File: src/design/pdb_pkg.sv
// shared types, constants and lookup tables for the pulsing decay brightness block
// no dependencies
`default_nettype none

package pdb_pkg;

    localparam int PADDR_W = 4;

    // register index codes (byte address bits [3:2])
    localparam logic [1:0] REG_DECAY = 2'd0;
    localparam logic [1:0] REG_DEPTH = 2'd1;
    localparam logic [1:0] REG_RATE  = 2'd2;

    localparam logic [15:0] DECAY_RST = 16'd1000;
    localparam logic [7:0]  DEPTH_RST = 8'd77;
    localparam logic [15:0] RATE_RST  = 16'd393;

    localparam logic [16:0] LOG2E_Q16  = 17'd94548;
    localparam logic [18:0] TWO_PI_Q16 = 19'd411775;
    localparam logic [7:0]  LVL_MIN    = 8'd50;
    localparam logic [7:0]  LVL_MAX    = 8'd255;
    localparam logic [15:0] PRESS_TOP  = 16'd150;
    localparam logic [7:0]  PRESS_GAIN = 8'd205;
    // ceil(2^24 / 150), exact for dividends below 30546
    localparam logic [16:0] RECIP_150  = 17'd111849;
    localparam logic [15:0] SIN_ONE    = 16'd32768;
    localparam logic [16:0] Q16_ONE    = 17'd65536;
    // floor(2^48 / 2pi_q16): quotient estimate for a 48-bit phase, at most one low
    localparam logic [29:0] PH_RECIP   = 30'd683564997;
    // floor(2^40 / 2pi_q16): turn fraction estimate, at most one low
    localparam logic [21:0] U_RECIP    = 22'd2670175;

    // divider step counts
    localparam logic [4:0] STEPS_TAU = 5'd20;

    typedef struct packed {
        logic               op;
        logic [31:0]        now_ms;
        logic [7:0]         pin;
        logic               touched;
        logic signed [15:0] pressure;
    } pdb_in_t;

    typedef struct packed {
        logic [7:0] intensity;
        logic       done_res;
    } pdb_out_t;

    typedef struct packed {
        logic [15:0] decay_time_ms;
        logic [7:0]  mod_depth;
        logic [15:0] pulse_rate;
    } pdb_cfg_t;

    typedef struct packed {
        logic        start;
        logic [18:0] rem_init;
        logic [29:0] dvd;
        logic [18:0] divisor;
        logic [4:0]  steps;
    } pdb_div_cmd_t;

    typedef struct packed {
        logic        busy;
        logic [18:0] rem;
        logic [19:0] quo;
    } pdb_div_sts_t;

    // 2^(-k/16) in q16
    function automatic logic [16:0] exp2_tab(input logic [4:0] k);
        logic [16:0] v;
        case (k)
            5'd0:    v = 17'd65536;
            5'd1:    v = 17'd62757;
            5'd2:    v = 17'd60097;
            5'd3:    v = 17'd57549;
            5'd4:    v = 17'd55109;
            5'd5:    v = 17'd52773;
            5'd6:    v = 17'd50535;
            5'd7:    v = 17'd48393;
            5'd8:    v = 17'd46341;
            5'd9:    v = 17'd44376;
            5'd10:   v = 17'd42495;
            5'd11:   v = 17'd40693;
            5'd12:   v = 17'd38968;
            5'd13:   v = 17'd37316;
            5'd14:   v = 17'd35734;
            5'd15:   v = 17'd34219;
            5'd16:   v = 17'd32768;
            default: v = 17'd32768;
        endcase
        return v;
    endfunction

    // quarter-wave sine in q15, steps of pi/32
    function automatic logic [15:0] sin_tab(input logic [4:0] i);
        logic [15:0] v;
        case (i)
            5'd0:    v = 16'd0;
            5'd1:    v = 16'd3212;
            5'd2:    v = 16'd6393;
            5'd3:    v = 16'd9512;
            5'd4:    v = 16'd12540;
            5'd5:    v = 16'd15447;
            5'd6:    v = 16'd18205;
            5'd7:    v = 16'd20788;
            5'd8:    v = 16'd23170;
            5'd9:    v = 16'd25330;
            5'd10:   v = 16'd27246;
            5'd11:   v = 16'd28899;
            5'd12:   v = 16'd30274;
            5'd13:   v = 16'd31357;
            5'd14:   v = 16'd32138;
            5'd15:   v = 16'd32610;
            5'd16:   v = 16'd32768;
            default: v = 16'd32768;
        endcase
        return v;
    endfunction

endpackage

`default_nettype wire

File: src/design/pdb_div_unit.sv
// restoring divide / modulo unit, one quotient bit per cycle
// depends on pdb_pkg
`default_nettype none

module pdb_div_unit (
    input  logic                  aclk,
    input  logic                  aresetn,
    input  pdb_pkg::pdb_div_cmd_t cmd,
    output pdb_pkg::pdb_div_sts_t sts
);
    import pdb_pkg::*;

    logic        busy_reg;
    logic [4:0]  cnt_reg;
    logic [18:0] rem_reg;
    logic [29:0] dvd_reg;
    logic [18:0] divisor_reg;
    logic [19:0] quo_reg;

    logic [19:0] cand;
    logic [19:0] diff;
    logic        ge;

    assign cand = {rem_reg, dvd_reg[29]};
    assign ge   = cand >= {1'b0, divisor_reg};
    assign diff = cand - {1'b0, divisor_reg};

    always_ff @(posedge aclk) begin
        if (!aresetn) begin
            busy_reg <= 1'b0;
            cnt_reg  <= '0;
        end else if (cmd.start) begin
            busy_reg    <= 1'b1;
            cnt_reg     <= cmd.steps;
            rem_reg     <= cmd.rem_init;
            dvd_reg     <= cmd.dvd;
            divisor_reg <= cmd.divisor;
            quo_reg     <= '0;
        end else if (busy_reg) begin
            rem_reg  <= ge ? diff[18:0] : cand[18:0];
            quo_reg  <= {quo_reg[18:0], ge};
            dvd_reg  <= {dvd_reg[28:0], 1'b0};
            cnt_reg  <= cnt_reg - 5'd1;
            if (cnt_reg == 5'd1) begin
                busy_reg <= 1'b0;
            end
        end
    end

    assign sts.busy = busy_reg;
    assign sts.rem  = rem_reg;
    assign sts.quo  = quo_reg;

endmodule

`default_nettype wire

File: config.mk
export PLATFORM = sky130hd
export DESIGN_NAME = pdb_div_unit
export DESIGN_NICKNAME = d
export VERILOG_FILES = /design/src/design/pdb_pkg.sv /design/src/design/pdb_div_unit.sv
export SDC_FILE = /design/constraint.sdc
export NUM_CORES = 1
export LEC_CHECK = 0
export BUFFER_PORTS_ARGS = -buffer_cell sky130_fd_sc_hd__buf_2
export CAP_MARGIN = 0
export CORE_MARGIN = 3
export CORE_UTILIZATION = 41
export DETAILED_ROUTE_END_ITERATION = 10
export GPL_TIMING_DRIVEN = 0
export SYNTH_ARGS = -nofsm -noshare
export SYNTH_HDL_FRONTEND = slang
export SYNTH_SLANG_ARGS = --single-unit
File: constraint.sdc
create_clock -name aclk -period 3.6 [get_ports aclk]
set_clock_uncertainty 0.15 [all_clocks]
set_input_delay 0.18 -clock aclk [delete_from_list [all_inputs] [get_ports aclk]]
set_output_delay 0.18 -clock aclk [all_outputs]
set_load 0.1 [all_outputs]
==> flow_summary.toml <==
[status]
status = "completed"

[die]
ioPinCount = 116
die_w_um = 116
row_count = 39
die_area_um2 = 13500
dieHeight_um = 116
coreArea_um2 = 11600
initial_core_util_pct = 42.8

[setup_path]
crit_required_ns = 3.54
cp.arrival_ns = 2.86
cp_max_fo = 6
critPathCaptureType = "register"
path_class = "register to register"
startpoint_type = "register"

[yosys]
syn_nets = 517
ys_ff_latch = 94
yosys_warnings = 0
async_flop_share_pct = 0
yosysSeqAreaShare_pct = 55.5
synth_top_flop_cell = "edfxtp_1"
syn_inst = 419
synth_edf_count = 88
synth.distinct_cells = 53
synth.area.top_cells = "edfxtp_1 53%, mux2_2 7.2%, ha_1 5.3%, nor2b_1 2.9%, a21oi_1 2.6%"
synth_top_area_share_pct = 53.1
yosys.area.top_type = "edfxtp_1"
syn-cell-area_um2 = 4970
synth_area_per_cell_um2 = 11.9

[cells_and_area]
multi_input_area_um2 = 2030
final_cell_mix = "115 x buf_2, 88 x edfxtp_1, 66 x dlygate4sd3_1"
nNetsFinal = 709
mostFrequentLayoutCell = "buf_2"
nFillCells = 1017
post-route-util_pct = 57.8
largest_reg_flops = 30
num_antenna_cells = 0
syn_to_final_growth_pct = 34.9
regArea_um2 = 2760
drive_above_1_share_pct = 28.6

[timing]
fin_ws_ns = 0.683
period_minus_slack_ns = 2.92
report.final.setup_viol = 0
worstMarginPinSlew_ns = 0.989
hold_violations = 0
timing.slew.headroom_pct = 34.1
finalCritPeriodShare_pct = 81.0
maxSlewViolCount = 0
rsz0062_at_grt = "false"
fmax_ghz = 0.343

[detailed_routing]
wl_per_cell_um = 15.8
wl_mm = 12.0
met2_length_mm = 5.86
dr_wl_met3_um = 590
top_layer = "met5"
via_count = 3834
viasPerCell = 5.05
drtPass1Iterations = 4
met1_length_mm = 5.43
drt-initial-drc-count = 179
drc = 0
drtAntennaViolNets = 0

[placement]
io_buffers = 114
place.gp.congestion = 0.884
hpwl_mm = 8.31
dp_slack_ns = 0.686

[global_routing]
grt_start_max_net_pins = 45
overflow = 0
antenna_found_initial = 1
grt_pass1_vias = 3868
grt_use_total_pct = 18.6
grt_pass1_wl_mm = 19.4

[cts]
cts_sinks = 94
post_cts_buffers = 0
cts_tree = "done"
path_clk_slew_ns = 0.07
cts_made_buffers = 9
cts_resized = 0
ctsHoldBuffers = 66
clk_latency_ns = 0.33
cts_buffer_depth = 2
cts_root_buf = "clkbuf_16"
htreeDepth = 3

[pwr]
p_per_area_nw_per_um2 = 485
finalPower_uw = 3250
p_leak_uw = 0.00279
ir_worst_vdd_v = 0.000302

[worst_hold_path]
hold_class = "input pin to register"

[run]
cap_violations = 0
Yosys cell counts (all sizes together) (3+ instances only):
master,number
a211oi,6
a21o,7
a21oi,27
and2,6
and3,5
and3b,3
buf,7
clkbuf,11
dfxtp,6
edfxtp,88
ha,21
inv,26
mux2,32
mux2i,6
nand2,32
nand2b,6
nand3,5
nand3b,4
nor2,17
nor2b,23
nor3,8
nor3b,4
o21a,4
o21ai,27
xnor2,11
xor2,4
report_power, final:
group	internal (uW)	switching, uW	total (uW)
clock network	538	404	941
logic	342	626	968
registers	1300	42.0	1350
total	2180	1070	3250
worst paths after layout:
path | from | endpoint | slack, ns | depth (start not counted)
min | cmd[4] | cnt_reg[4]$_SDFFE_PN0N_ | 0.01 | 4
min reg2reg | cnt_reg[4]$_SDFFE_PN0N_ | busy_reg$_SDFF_PN0_ | 0.37 | 1
max reg2reg | dvd_reg[29]$_DFFE_PP_ | rem_reg[16]$_DFFE_PP_ | 0.68 | 10
max | dvd_reg[29]$_DFFE_PP_ | rem_reg[16]$_DFFE_PP_ | 0.68 | 10
worst max-delay path, stage by stage, from the launching register on:
cell,delay [ns]
edfxtp_1,0.35
inv_1,0.05
ha_1,0.21
fa_1,0.41
nand2b_1,0.19
a211oi_2,0.26
nor3_2,0.14
o41ai_2,0.39
xnor2_1,0.16
o21ai_1,0.09
mux2_2,0.27
area by class of cell:
class | count | share of cell area [%]
sequential | 94 | 41.2
multi-input combinational | 281 | 30.2
timing repair buffer | 181 | 18.8
clock buffer | 10 | 3.41
tap | 143 | 2.67
inverter | 26 | 1.45
buffer | 18 | 1.36
clock inverter | 6 | 0.951
kinds of logic (layout without fill, tap and decap cells):
logic type	count (synthesis)	count (layout)	share of synthesized area, %
mux	38	38	8.45
simple gates	120	120	13.0
fa+ha+maj	22	22	5.69
compound gates	86	86	10.9
flops	94	94	55.5
buf+inv	44	241	3.80
xor+xnor	15	15	2.64
per-stage QoR:
stage	setup TNS (ns)	hold slack (ns)	std cells	cell area [um^2]
after detailed placement	0	0.208	677	5760
after floorplan	0	0.129	419	4970
after CTS	0	0.0000129	759	6710
after global routing	0	0.0129	759	6710
final	0	0.0119	759	6710
after global placement	-28.12	0.209	676	5720
routing by layer:
layer | vias to the layer above | global-route usage, %
met5 | - | 0
met4 | 2 | 5.10
met3 | 9 | 4.25
met2 | 90 | 31.2
met1 | 1819 | 24.3
li1 | 1914 | -
Power figures use the tool's default switching activity.
