$ cat src/design/pdb_pkg.sv
// shared types, constants and lookup tables for the pulsing decay brightness block
// no dependencies
`default_nettype none

package pdb_pkg;

    localparam int PADDR_W = 4;

    // register index codes (byte address bits [3:2])
    localparam logic [1:0] REG_DECAY = 2'd0;
    localparam logic [1:0] REG_DEPTH = 2'd1;
    localparam logic [1:0] REG_RATE  = 2'd2;

    localparam logic [15:0] DECAY_RST = 16'd1000;
    localparam logic [7:0]  DEPTH_RST = 8'd77;
    localparam logic [15:0] RATE_RST  = 16'd393;

    localparam logic [16:0] LOG2E_Q16  = 17'd94548;
    localparam logic [18:0] TWO_PI_Q16 = 19'd411775;
    localparam logic [7:0]  LVL_MIN    = 8'd50;
    localparam logic [7:0]  LVL_MAX    = 8'd255;
    localparam logic [15:0] PRESS_TOP  = 16'd150;
    localparam logic [7:0]  PRESS_GAIN = 8'd205;
    // ceil(2^24 / 150), exact for dividends below 30546
    localparam logic [16:0] RECIP_150  = 17'd111849;
    localparam logic [15:0] SIN_ONE    = 16'd32768;
    localparam logic [16:0] Q16_ONE    = 17'd65536;
    // floor(2^48 / 2pi_q16): quotient estimate for a 48-bit phase, at most one low
    localparam logic [29:0] PH_RECIP   = 30'd683564997;
    // floor(2^40 / 2pi_q16): turn fraction estimate, at most one low
    localparam logic [21:0] U_RECIP    = 22'd2670175;

    // divider step counts
    localparam logic [4:0] STEPS_TAU = 5'd20;

    typedef struct packed {
        logic               op;
        logic [31:0]        now_ms;
        logic [7:0]         pin;
        logic               touched;
        logic signed [15:0] pressure;
    } pdb_in_t;

    typedef struct packed {
        logic [7:0] intensity;
        logic       done_res;
    } pdb_out_t;

    typedef struct packed {
        logic [15:0] decay_time_ms;
        logic [7:0]  mod_depth;
        logic [15:0] pulse_rate;
    } pdb_cfg_t;

    typedef struct packed {
        logic        start;
        logic [18:0] rem_init;
        logic [29:0] dvd;
        logic [18:0] divisor;
        logic [4:0]  steps;
    } pdb_div_cmd_t;

    typedef struct packed {
        logic        busy;
        logic [18:0] rem;
        logic [19:0] quo;
    } pdb_div_sts_t;

    // 2^(-k/16) in q16
    function automatic logic [16:0] exp2_tab(input logic [4:0] k);
        logic [16:0] v;
        case (k)
            5'd0:    v = 17'd65536;
            5'd1:    v = 17'd62757;
            5'd2:    v = 17'd60097;
            5'd3:    v = 17'd57549;
            5'd4:    v = 17'd55109;
            5'd5:    v = 17'd52773;
            5'd6:    v = 17'd50535;
            5'd7:    v = 17'd48393;
            5'd8:    v = 17'd46341;
            5'd9:    v = 17'd44376;
            5'd10:   v = 17'd42495;
            5'd11:   v = 17'd40693;
            5'd12:   v = 17'd38968;
            5'd13:   v = 17'd37316;
            5'd14:   v = 17'd35734;
            5'd15:   v = 17'd34219;
            5'd16:   v = 17'd32768;
            default: v = 17'd32768;
        endcase
        return v;
    endfunction

    // quarter-wave sine in q15, steps of pi/32
    function automatic logic [15:0] sin_tab(input logic [4:0] i);
        logic [15:0] v;
        case (i)
            5'd0:    v = 16'd0;
            5'd1:    v = 16'd3212;
            5'd2:    v = 16'd6393;
            5'd3:    v = 16'd9512;
            5'd4:    v = 16'd12540;
            5'd5:    v = 16'd15447;
            5'd6:    v = 16'd18205;
            5'd7:    v = 16'd20788;
            5'd8:    v = 16'd23170;
            5'd9:    v = 16'd25330;
            5'd10:   v = 16'd27246;
            5'd11:   v = 16'd28899;
            5'd12:   v = 16'd30274;
            5'd13:   v = 16'd31357;
            5'd14:   v = 16'd32138;
            5'd15:   v = 16'd32610;
            5'd16:   v = 16'd32768;
            default: v = 16'd32768;
        endcase
        return v;
    endfunction

endpackage

`default_nettype wire

$ cat src/design/pdb_cfg_regs.sv
// apb-style configuration registers: decay time, modulation depth, pulse rate
// depends on pdb_pkg
`default_nettype none

module pdb_cfg_regs (
    input  logic                        aclk,
    input  logic                        aresetn,
    input  logic                        psel,
    input  logic                        penable,
    input  logic                        pwrite,
    input  logic [pdb_pkg::PADDR_W-1:0] paddr,
    input  logic [31:0]                 pwdata,
    output logic [31:0]                 prdata,
    output logic                        pready,
    output pdb_pkg::pdb_cfg_t           cfg
);
    import pdb_pkg::*;

    logic [15:0] decay_reg;
    logic [7:0]  depth_reg;
    logic [15:0] rate_reg;
    logic        wr_en;

    assign wr_en  = psel && penable && pwrite;
    assign pready = 1'b1;

    always_ff @(posedge aclk) begin
        if (!aresetn) begin
            decay_reg <= DECAY_RST;
            depth_reg <= DEPTH_RST;
            rate_reg  <= RATE_RST;
        end else if (wr_en) begin
            case (paddr[3:2])
                REG_DECAY: decay_reg <= pwdata[15:0];
                REG_DEPTH: depth_reg <= pwdata[7:0];
                REG_RATE:  rate_reg  <= pwdata[15:0];
                default: ;
            endcase
        end
    end

    always_comb begin
        case (paddr[3:2])
            REG_DECAY: prdata = {16'd0, decay_reg};
            REG_DEPTH: prdata = {24'd0, depth_reg};
            REG_RATE:  prdata = {16'd0, rate_reg};
            default:   prdata = 32'd0;
        endcase
    end

    assign cfg.decay_time_ms = decay_reg;
    assign cfg.mod_depth     = depth_reg;
    assign cfg.pulse_rate    = rate_reg;

endmodule

`default_nettype wire

$ cat config.mk
export PLATFORM = sky130hd
export DESIGN_NAME = pdb_cfg_regs
export DESIGN_NICKNAME = d
export VERILOG_FILES = /design/src/design/pdb_pkg.sv /design/src/design/pdb_cfg_regs.sv
export SDC_FILE = /design/constraint.sdc
export NUM_CORES = 1
export LEC_CHECK = 0
export BUFFER_PORTS_ARGS = -buffer_cell sky130_fd_sc_hd__buf_2
export CELL_PAD_IN_SITES_DETAIL_PLACEMENT = 2
export CELL_PAD_IN_SITES_GLOBAL_PLACEMENT = 2
export CORE_UTILIZATION = 26
export DETAILED_ROUTE_END_ITERATION = 8
export GPL_TIMING_DRIVEN = 0
export PLACE_DENSITY = 0.93
export REMOVE_ABC_BUFFERS = 1
export SLEW_MARGIN = 10
export SYNTH_ARGS = -nofsm -noshare
export SYNTH_HDL_FRONTEND = slang
export SYNTH_SLANG_ARGS = --single-unit
$ cat constraint.sdc
create_clock -name aclk -period 2.92 [get_ports aclk]
set_clock_uncertainty 0.2 [all_clocks]
set_input_delay 0.438 -clock aclk [delete_from_list [all_inputs] [get_ports aclk]]
set_output_delay 0.438 -clock aclk [all_outputs]
set_load 0.1 [all_outputs]
==> flow_metrics.tcl, run 1 <==
set metrics [dict create \
    ios 114 \
    report.final.slew_viol_count 0 \
    globalRouteOverflowTotal 0 \
    final_nets 334 \
    floorplan.die_area_um2 8120 \
    floorplan.die.height_um 90.1 \
    slew-limit-headroom_pct 37.1 \
    max_cap_viol_count 0 \
    hold_viol_final 0 \
    cts_tree "done" \
    area_growth_syn_to_layout_pct 24.0 \
    pwr-share-clk_pct 30.6 \
    synth_top_cells_by_area "dfxtp_1, mux2i_1, nand2_1" \
    cts_htree_levels 2 \
    finalWeightedCongestion 0.675 \
    kind_of_end_point_of_the_critical_path "output pin" \
    critical_path_maximum_fanout 23 \
    start_util_pct 27.4 \
    timing.final.crit_period_ns 2.71 \
    grt_first_pass_wirelength_um 9470 \
    r2r-start "decay_reg[15]" \
    syn_area_per_cell_um2 9.06 \
    run_status "finished, final reports clean" \
    drtIter0Drc 30 \
    final-setup-viol-count 0 \
    floorplan.rows 31 \
    insertion_delay_ns 0.29 \
    cts.repair_timing.setup_buffer_count 0 \
    synthTopCellsByCount "mux2i_1, nand2_1, dfxtp_1, buf_4, nor2b_1" \
    async_reset_ff_share_pct 0 \
    max_slew.worst_pin.slew_ns 0.943 \
    hold-path-endpoint "depth_reg[7]" \
    p_int_mw 0.788 \
    pwr_density_cell_nw_per_um2 505 \
    pwr-share-seq_pct 44.1 \
    yosysSeqAreaShare_pct 39.7 \
    synthesis_stage_register_bit_count 40 \
    wl_per_cell_um 14.5 \
    hold_path_class "input port to flip-flop" \
    setup-tns-final_ns 0 \
    timing.reg2reg.setup_slack_ns 2.02 \
    globalRouteTotalUtil_pct 14.6 \
    placed_cells_incl_taps 385 \
    num-fill-cells 873 \
    min-delay-start "pwdata[7]" \
    netSwitchingPower_mw 0.477 \
    finalHoldWorstSlack_ns 0.200 \
    hold-path-cell-count 3 \
    crit-reg2reg-capture "decay_reg[15]" \
    totalPowerFinal_mw 1.26 \
    grt_max_degree 61 \
    achievable-frequency_ghz 0.369 \
    ys_dominant_reg_cell "dfxtp_1" \
    final_util_pct 34.0 \
    critical_path.startpoint_type "input port" \
    rsz0062_at_grt "false" \
    drtAntennaViolNets 0 \
    dr.pass1.iters 4 \
    antennaDiodeCount 0 \
    clkSlewWorstSetupHoldPaths_ns 0.08 \
    placed_cell_area_um2 2400 \
    power.leakage_nw 1.21 \
    most_numerous_cell_in_the_yosys_netlist "mux2i_1" \
    drt_drc_violations_left 0 \
    worst-setup-path-type "input port to output pin" \
    final-instance-count-excl-fill 393 \
    postSynthCellCount 223 \
    yosysWarnings 0 \
    synth_top_cell_area_share_pct 39.7 \
    io_buffer_count 78 \
    finalWorstSetupSlack_ns 0.207 \
    via_count_of_the_first_global_routing_pass 1904 \
    route.final.wire_length_um 5700 \
    postLayoutCellArea_um2 2500 \
    core_area_um2 7370 \
    combPwrFrac_pct 25.3 \
    synth_edf_count 0 \
    irDropWorstVdd_mv 0.169 \
    place_ws_ns -0.295 \
    antenna_violations_before_repair 0 \
    cts_inserted_buffers 5 \
    viasPerCell 4.42 \
    syn-cell-area_um2 2020 \
    fin_crit_sh_pct 92.9 \
    dr_total_vias 1739 \
    worst_reg2reg_path_depth 2 \
    cts.path.max_buffers 2 \
    cts-root-buf "clkbuf_8" \
    synth.largest_area_cell "dfxtp_1" \
    numClockSinks 40 \
    power_switching_share_pct 37.7 \
    drive_gt1_share_pct 32.0 \
    dp_hpwl_um 4140 \
    worstPathRequired_ns 2.28 \
    critPathArrivalTime_ns 2.08 \
    synth_cell_types 19 \
    fp.dieW_um 90.1 \
]
worst max path at each step:
stage,startpoint,endpoint,depth (start not counted)
finish,paddr[3],prdata[7],5
global route,paddr[3],prdata[3],5
CTS,paddr[3],prdata[7],5
detailed placement,paddr[3],prdata[3],5
global placement,paddr[3],rate_reg[8],3
floorplan,depth_reg[0],prdata[0],2
layout make-up:
class | count | area (um2) | area share [%]
clock buffers | 6 | 82.6 | 3.30
well taps | 99 | 124 | 4.95
clock inverters | 2 | 10.0 | 0.400
repair buffers | 80 | 405 | 16.2
flip-flops and latches | 40 | 801 | 32.0
multi-input cells | 164 | 1070 | 42.9
inverters | 2 | 7.51 | 0.300
cell families (layout without fill, tap and decap cells):
| family | count (synthesis) | count (layout) | synth area share (%) |
|---|---|---|---|
| mux | 54 | 54 | 26.8 |
| compound gates | 12 | 12 | 3.47 |
| simple gates | 81 | 81 | 19.0 |
| other cells | 2 | 17 | 0.372 |
| buf+inv | 34 | 90 | 10.8 |
| flops | 40 | 40 | 39.7 |
critical path: stages:
cell	delay, ns
buf_2	0.48
nor2b_4	0.48
nand2_1	0.10
o21ai_0	0.10
buf_2	0.46
power groups by stage:
stage / combinational (mW) / clock [mW] / sequential (mW)
global placement: 0.315 / 0 / 0.570
detailed placement: 0.321 / 0 / 0.571
CTS: 0.323 / 0.405 / 0.558
floorplan: 0.199 / 0 / 0.623
global route: 0.334 / 0.425 / 0.559
finish: 0.320 / 0.387 / 0.558
what timing repair did:
action / CTS / global route
setup endpoints to repair: 8 / 0
hold buffers: 0 / 0
resized for setup: 2 / 0
routing by layer:
metal / track usage (%) / vias to the layer above / routed length [um]
li1: - / 836 / -
met1: 16.3 / 848 / 2410
met2: 27.9 / 49 / 3000
met3: 3.05 / 6 / 248
met4: 3.23 / 0 / 48
met5: 0 / - / 0
cells in the final DEF, fill, tap and decap left out, types with 2 or more instances in the layout:
cell type	n
buf_2	78
mux2i_1	54
nand2_1	48
dfxtp_1	40
nor2b_1	18
conb_1	17
nor2_1	8
o21ai_0	8
clkbuf_8	6
inv_1	2
o31ai_1	2
o211ai_1	2
nor3b_2	2
clkinv_2	2
buf_4	2
No activity file was read; power rests on OpenSTA's default activity.
==> inputs of run 2 (changes only) <==
--- a/config.mk
+++ b/config.mk
@@ -11,6 +11,7 @@
 export CORE_UTILIZATION = 26
 export DETAILED_ROUTE_END_ITERATION = 8
 export GPL_TIMING_DRIVEN = 0
+export MAX_ROUTING_LAYER = met4
 export PLACE_DENSITY = 0.93
 export REMOVE_ABC_BUFFERS = 1
 export SLEW_MARGIN = 10
==> run 2 against run 1 <==
Die area did not move. Register-to-register slack about the same. First-iteration DRC count is the same. Clock power is essentially flat. Sequential power about the same. Via count increased by 0.12%. Wire length down 0.33%. Fmax up 0.75%. Largest power group unchanged. Total power rose by 0.18%. Non-clock buffer count is the same.
==> flow_metrics.tcl, run 2 (synthesized netlist as in run 1, its figures left out) <==
set metrics [dict create \
    run_status "finished, final reports clean" \
    cts_htree_levels 2 \
    cts.path.max_buffers 2 \
    via_count_of_the_first_global_routing_pass 1904 \
    area_growth_syn_to_layout_pct 24.0 \
    final-setup-viol-count 0 \
    crit-reg2reg-capture "decay_reg[15]" \
    hold_viol_final 0 \
    core_area_um2 7370 \
    ios 114 \
    drtAntennaViolNets 0 \
    pwr-share-seq_pct 44.0 \
    kind_of_end_point_of_the_critical_path "output pin" \
    combPwrFrac_pct 25.3 \
    globalRouteTotalUtil_pct 15.0 \
    rsz0062_at_grt "false" \
    drive_gt1_share_pct 32.0 \
    placed_cell_area_um2 2400 \
    globalRouteOverflowTotal 0 \
    critical_path_maximum_fanout 23 \
    dr.pass1.iters 3 \
    hold_path_class "input port to flip-flop" \
    layout_common_cells "buf_2, mux2i_1, nand2_1" \
    pwr-share-clk_pct 30.7 \
    fp.dieW_um 90.1 \
    critical_path.startpoint_type "input port" \
    drt_drc_violations_left 0 \
    fin_crit_sh_pct 92.2 \
    cp-startpoint "paddr[3]" \
    cts.repair_timing.setup_buffer_count 0 \
    timing.reg2reg.setup_slack_ns 2.02 \
    critical_path.endpoint "prdata[7]" \
    floorplan.die_area_um2 8120 \
    numClockSinks 40 \
    cts-root-buf "clkbuf_8" \
    timing.final.crit_period_ns 2.69 \
    p_int_mw 0.788 \
    antennaDiodeCount 0 \
    route.final.wire_length_um 5680 \
    worst_reg2reg_path_depth 2 \
    final_nets 334 \
    dp_hpwl_um 4140 \
    r2r-start "decay_reg[15]" \
    io_buffer_count 78 \
    achievable-frequency_ghz 0.371 \
    viasPerCell 4.43 \
    dr_total_vias 1741 \
    max_cap_viol_count 0 \
    finalWeightedCongestion 0.682 \
    antenna_violations_before_repair 0 \
    clkSlewWorstSetupHoldPaths_ns 0.08 \
    start_util_pct 27.4 \
    final_util_pct 34.0 \
    netSwitchingPower_mw 0.479 \
    slew-limit-headroom_pct 36.7 \
    postLayoutCellArea_um2 2500 \
    worst-setup-path-type "input port to output pin" \
    worstPathRequired_ns 2.28 \
    max_slew.worst_pin.slew_ns 0.949 \
    floorplan.die.height_um 90.1 \
    irDropWorstVdd_mv 0.169 \
    grt_max_degree 61 \
    power_switching_share_pct 37.8 \
    report.final.slew_viol_count 0 \
    drtIter0Drc 30 \
    critPathArrivalTime_ns 2.05 \
    floorplan.rows 31 \
    wl_per_cell_um 14.5 \
    insertion_delay_ns 0.29 \
    grt_first_pass_wirelength_um 9440 \
    num-fill-cells 873 \
    pwr_density_cell_nw_per_um2 506 \
    cts_inserted_buffers 5 \
    cts_tree "done" \
    power.leakage_nw 1.21 \
    final_common_cell "buf_2" \
]
[run 2: what timing repair did]
action / in CTS / in global routing
resized for setup: 2 / 0
setup endpoints to repair: 8 / 0
endpoints found under the hold margin: 0 / 0
hold buffers: 0 / 0
[run 2: routing by layer]
metal	routed length [um]	vias up	track usage, %
met5	0	-	-
met4	43	0	3.23
met3	212	6	2.71
met2	3020	49	27.9
met1	2410	847	16.5
li1	-	839	-
[run 2: cell type report]
cell class	count	area [um2]	area share, %
Sequential cell	40	801	32.0
Clock inverter	2	10.0	0.400
Clock buffer	6	82.6	3.30
Tap cell	99	124	4.95
Multi-Input combinational cell	164	1070	42.9
Inverter	2	7.51	0.300
Timing Repair Buffer	80	405	16.2
[run 2: critical path: stages]
cell and delay [ns]:
buf_2 0.47, nor2b_4 0.45, nand2_1 0.10, o21ai_0 0.11, buf_2 0.47
[run 2: worst min path at each step]
stage	start	endpoint	slack, ns	depth (start not counted)
after floorplan	aresetn	decay_reg[5]	0.33	1
after detailed placement	rate_reg[13]	rate_reg[13]	0.27	2
after global routing	pwdata[7]	depth_reg[7]	0.21	3
after CTS	pwdata[7]	depth_reg[7]	0.19	3
final	pwdata[7]	depth_reg[7]	0.20	3
after global placement	depth_reg[7]	depth_reg[7]	0.26	2
[run 2: stage by stage]
step / hold slack (ns) / std cells / setup TNS [ns] / setup slack [ns] / total power [mW]
after CTS: 0.193 / 393 / 0 / 0.196 / 1.29
after floorplan: 0.327 / 206 / -8.65 / -0.963 / 0.822
after detailed placement: 0.273 / 385 / -1.88 / -0.295 / 0.892
final: 0.202 / 393 / 0 / 0.227 / 1.27
after global routing: 0.209 / 393 / 0 / 0.0815 / 1.32
after global placement: 0.259 / 383 / -3.22 / -0.259 / 0.886
[run 2: power groups by stage]
stage | combinational [mW] | clock, mW | sequential, mW
after floorplan | 0.199 | 0 | 0.623
after global placement | 0.315 | 0 | 0.570
after detailed placement | 0.321 | 0 | 0.571
after CTS | 0.323 | 0.405 | 0.558
after global routing | 0.334 | 0.425 | 0.559
final | 0.320 | 0.389 | 0.558
==> inputs of run 3 (changes only) <==
--- a/config.mk
+++ b/config.mk
@@ -8,6 +8,7 @@
 export BUFFER_PORTS_ARGS = -buffer_cell sky130_fd_sc_hd__buf_2
 export CELL_PAD_IN_SITES_DETAIL_PLACEMENT = 2
 export CELL_PAD_IN_SITES_GLOBAL_PLACEMENT = 2
+export CORE_ASPECT_RATIO = 0.8
 export CORE_UTILIZATION = 26
 export DETAILED_ROUTE_END_ITERATION = 8
 export GPL_TIMING_DRIVEN = 0
==> constraint.sdc (replaced) <==
create_clock -name aclk -period 2.92 [get_ports aclk]
set_clock_uncertainty 0.2 [all_clocks]
set_input_delay 0.438 -clock aclk [delete_from_list [all_inputs] [get_ports aclk]]
set_output_delay 0.438 -clock aclk [all_outputs]
set_load 0.02 [all_outputs]
==> run 3 against run 2 <==
Worst hold slack better by 0.020 ns. Fmax is 6.0% higher. Total power is 5.1% lower. Critical path type unchanged. Clock power grew 28%. First-iteration DRC count is 13% higher. Largest cell class unchanged. Critical endpoint is now prdata[4]. Clock-buffer cell count rose by 1.
==> flow_metrics.tcl, run 3 (synthesized netlist as in run 1, its figures left out) <==
set metrics [dict create \
    cts-root-buf "clkbuf_8" \
    grt_max_degree 61 \
    cts_inserted_buffers 5 \
    numClockSinks 40 \
    final_common_cell "buf_2" \
    final-setup-viol-count 0 \
    globalRouteTotalUtil_pct 15.7 \
    insertion_delay_ns 0.28 \
    dr_total_vias 1749 \
    r2r-start "decay_reg[9]" \
    critical_path.startpoint_type "input port" \
    drtIter0Drc 34 \
    worstPathRequired_ns 2.28 \
    crit_chain "buf_2 -> nor2b_2 -> nand2_1 -> o21ai_0 -> buf_2" \
    irDropWorstVdd_mv 0.164 \
    fin_crit_sh_pct 87.0 \
    cts_htree_levels 2 \
    rsz0062_at_grt "false" \
    route.final.wire_length_um 6000 \
    wl_per_cell_um 15.0 \
    crit-reg2reg-capture "decay_reg[9]" \
    floorplan.die.height_um 80.8 \
    worst-setup-path-type "input port to output pin" \
    postLayoutCellArea_um2 2540 \
    antenna_violations_before_repair 0 \
    worst_reg2reg_path_depth 2 \
    power.leakage_nw 1.22 \
    floorplan.rows 28 \
    hold-path-cell-count 3 \
    critical_path.n_buffers_inverters 2 \
    viasPerCell 4.38 \
    report.final.slew_viol_count 0 \
    placed_cell_area_um2 2410 \
    final_util_pct 34.1 \
    crit_path_top_delay_cell "nor2b_2" \
    pwr_density_cell_nw_per_um2 473 \
    cts-resized-gates 0 \
    num-fill-cells 881 \
    kind_of_end_point_of_the_critical_path "output pin" \
    cpMostUsedCell "buf_2" \
    run_status "finished, final reports clean" \
    layout_common_cells "buf_2, mux2i_1, nand2_1" \
    hold_path_class "input port to flip-flop" \
    antennaDiodeCount 0 \
    setup-tns-final_ns 0 \
    path_depth 5 \
    critical_path_maximum_fanout 23 \
    final_nets 334 \
    cts.path.max_buffers 2 \
    drt_drc_violations_left 0 \
    grt_first_pass_wirelength_um 9570 \
    achievable-frequency_ghz 0.394 \
    cts_tree "done" \
    cts.repair_timing.setup_buffer_count 0 \
    cp_top_family "buffers and inverters" \
    slew-limit-headroom_pct 34.7 \
    place_ws_ns 0.116 \
    drive_gt1_share_pct 32.0 \
    hold-path-endpoint "decay_reg[0]" \
    floorplan.die_area_um2 8130 \
    timing.final.crit_period_ns 2.54 \
    ios 114 \
    max_slew.worst_pin.slew_ns 0.980 \
    dr.pass1.iters 3 \
    min-delay-start "pwdata[0]" \
    hold_viol_final 0 \
    fp.dieW_um 101 \
    globalRouteOverflowTotal 0 \
    drtAntennaViolNets 0 \
    finalWorstSetupSlack_ns 0.380 \
    critPathArrivalTime_ns 1.90 \
    dp_hpwl_um 4550 \
    area_growth_syn_to_layout_pct 25.8 \
    crit_path_max_incr_delay_ns 0.56 \
    io_buffer_count 78 \
    timing.reg2reg.setup_slack_ns 2.01 \
    start_util_pct 27.1 \
    post_cts_hold_buffer_count 0 \
    core_area_um2 7460 \
    via_count_of_the_first_global_routing_pass 1838 \
    finalWeightedCongestion 0.688 \
    clkSlewWorstSetupHoldPaths_ns 0.08 \
    max_cap_viol_count 0 \
]
-- run 3: changes by cell type in the layout (fill, tap and decap cells not counted), sizes merged --
cell,previous run,this run
clkinv,2,0
bufinv,0,1
clkbuf,6,7
-- run 3: worst max path at each step --
stage	startpoint	endpoint	slack, ns
after floorplan	pwrite	rate_reg[10]	0.80
after global placement	paddr[3]	rate_reg[14]	-0.19
after detailed placement	paddr[3]	prdata[4]	0.12
after CTS	paddr[3]	prdata[4]	0.08
after global routing	paddr[3]	prdata[4]	0.23
final	paddr[3]	prdata[4]	0.38
-- run 3: per-layer routing --
metal  wire [um]  up-vias  share of wire, %  global-route usage (%)
met3         217        4               3.6                    2.50
met2        3080       50                51                    28.2
met4          65        0               1.1                    3.19
met1        2650      857                44                    18.8
met5           0        -                 0                       -
li1            -      838                 -                       -
-- run 3: area by class of cell --
class / count / area (um2) / area share (%)
flip-flops and latches: 40 / 801 / 31.5
repair buffers: 80 / 405 / 16.0
well taps: 105 / 131 / 5.17
clock inverters: 1 / 30.0 / 1.18
inverters: 2 / 7.51 / 0.295
clock buffers: 7 / 96.3 / 3.79
multi-input cells: 164 / 1070 / 42.1
-- run 3: through the flow --
stage	power (mW)	cells	hold slack, ns
floorplan	0.650	206	0.327
global placement	0.713	389	0.259
detailed placement	0.720	391	0.271
CTS	1.22	399	0.217
global route	1.25	399	0.221
finish	1.20	399	0.222
-- run 3: power by group --
| part | switching (mW) | total (mW) | internal (mW) |
|---|---|---|---|
| combinational | 0.101 | 0.147 | 0.0464 |
| sequential | 0.00578 | 0.558 | 0.552 |
| clock | 0.195 | 0.497 | 0.302 |
-- run 3: worst min-delay path: cells and delay by family --
family / cells / cell delay (ns)
buffers and inverters: 1 / 0.11
AND/OR/NAND/NOR: 1 / 0.05
multiplexers: 1 / 0.06
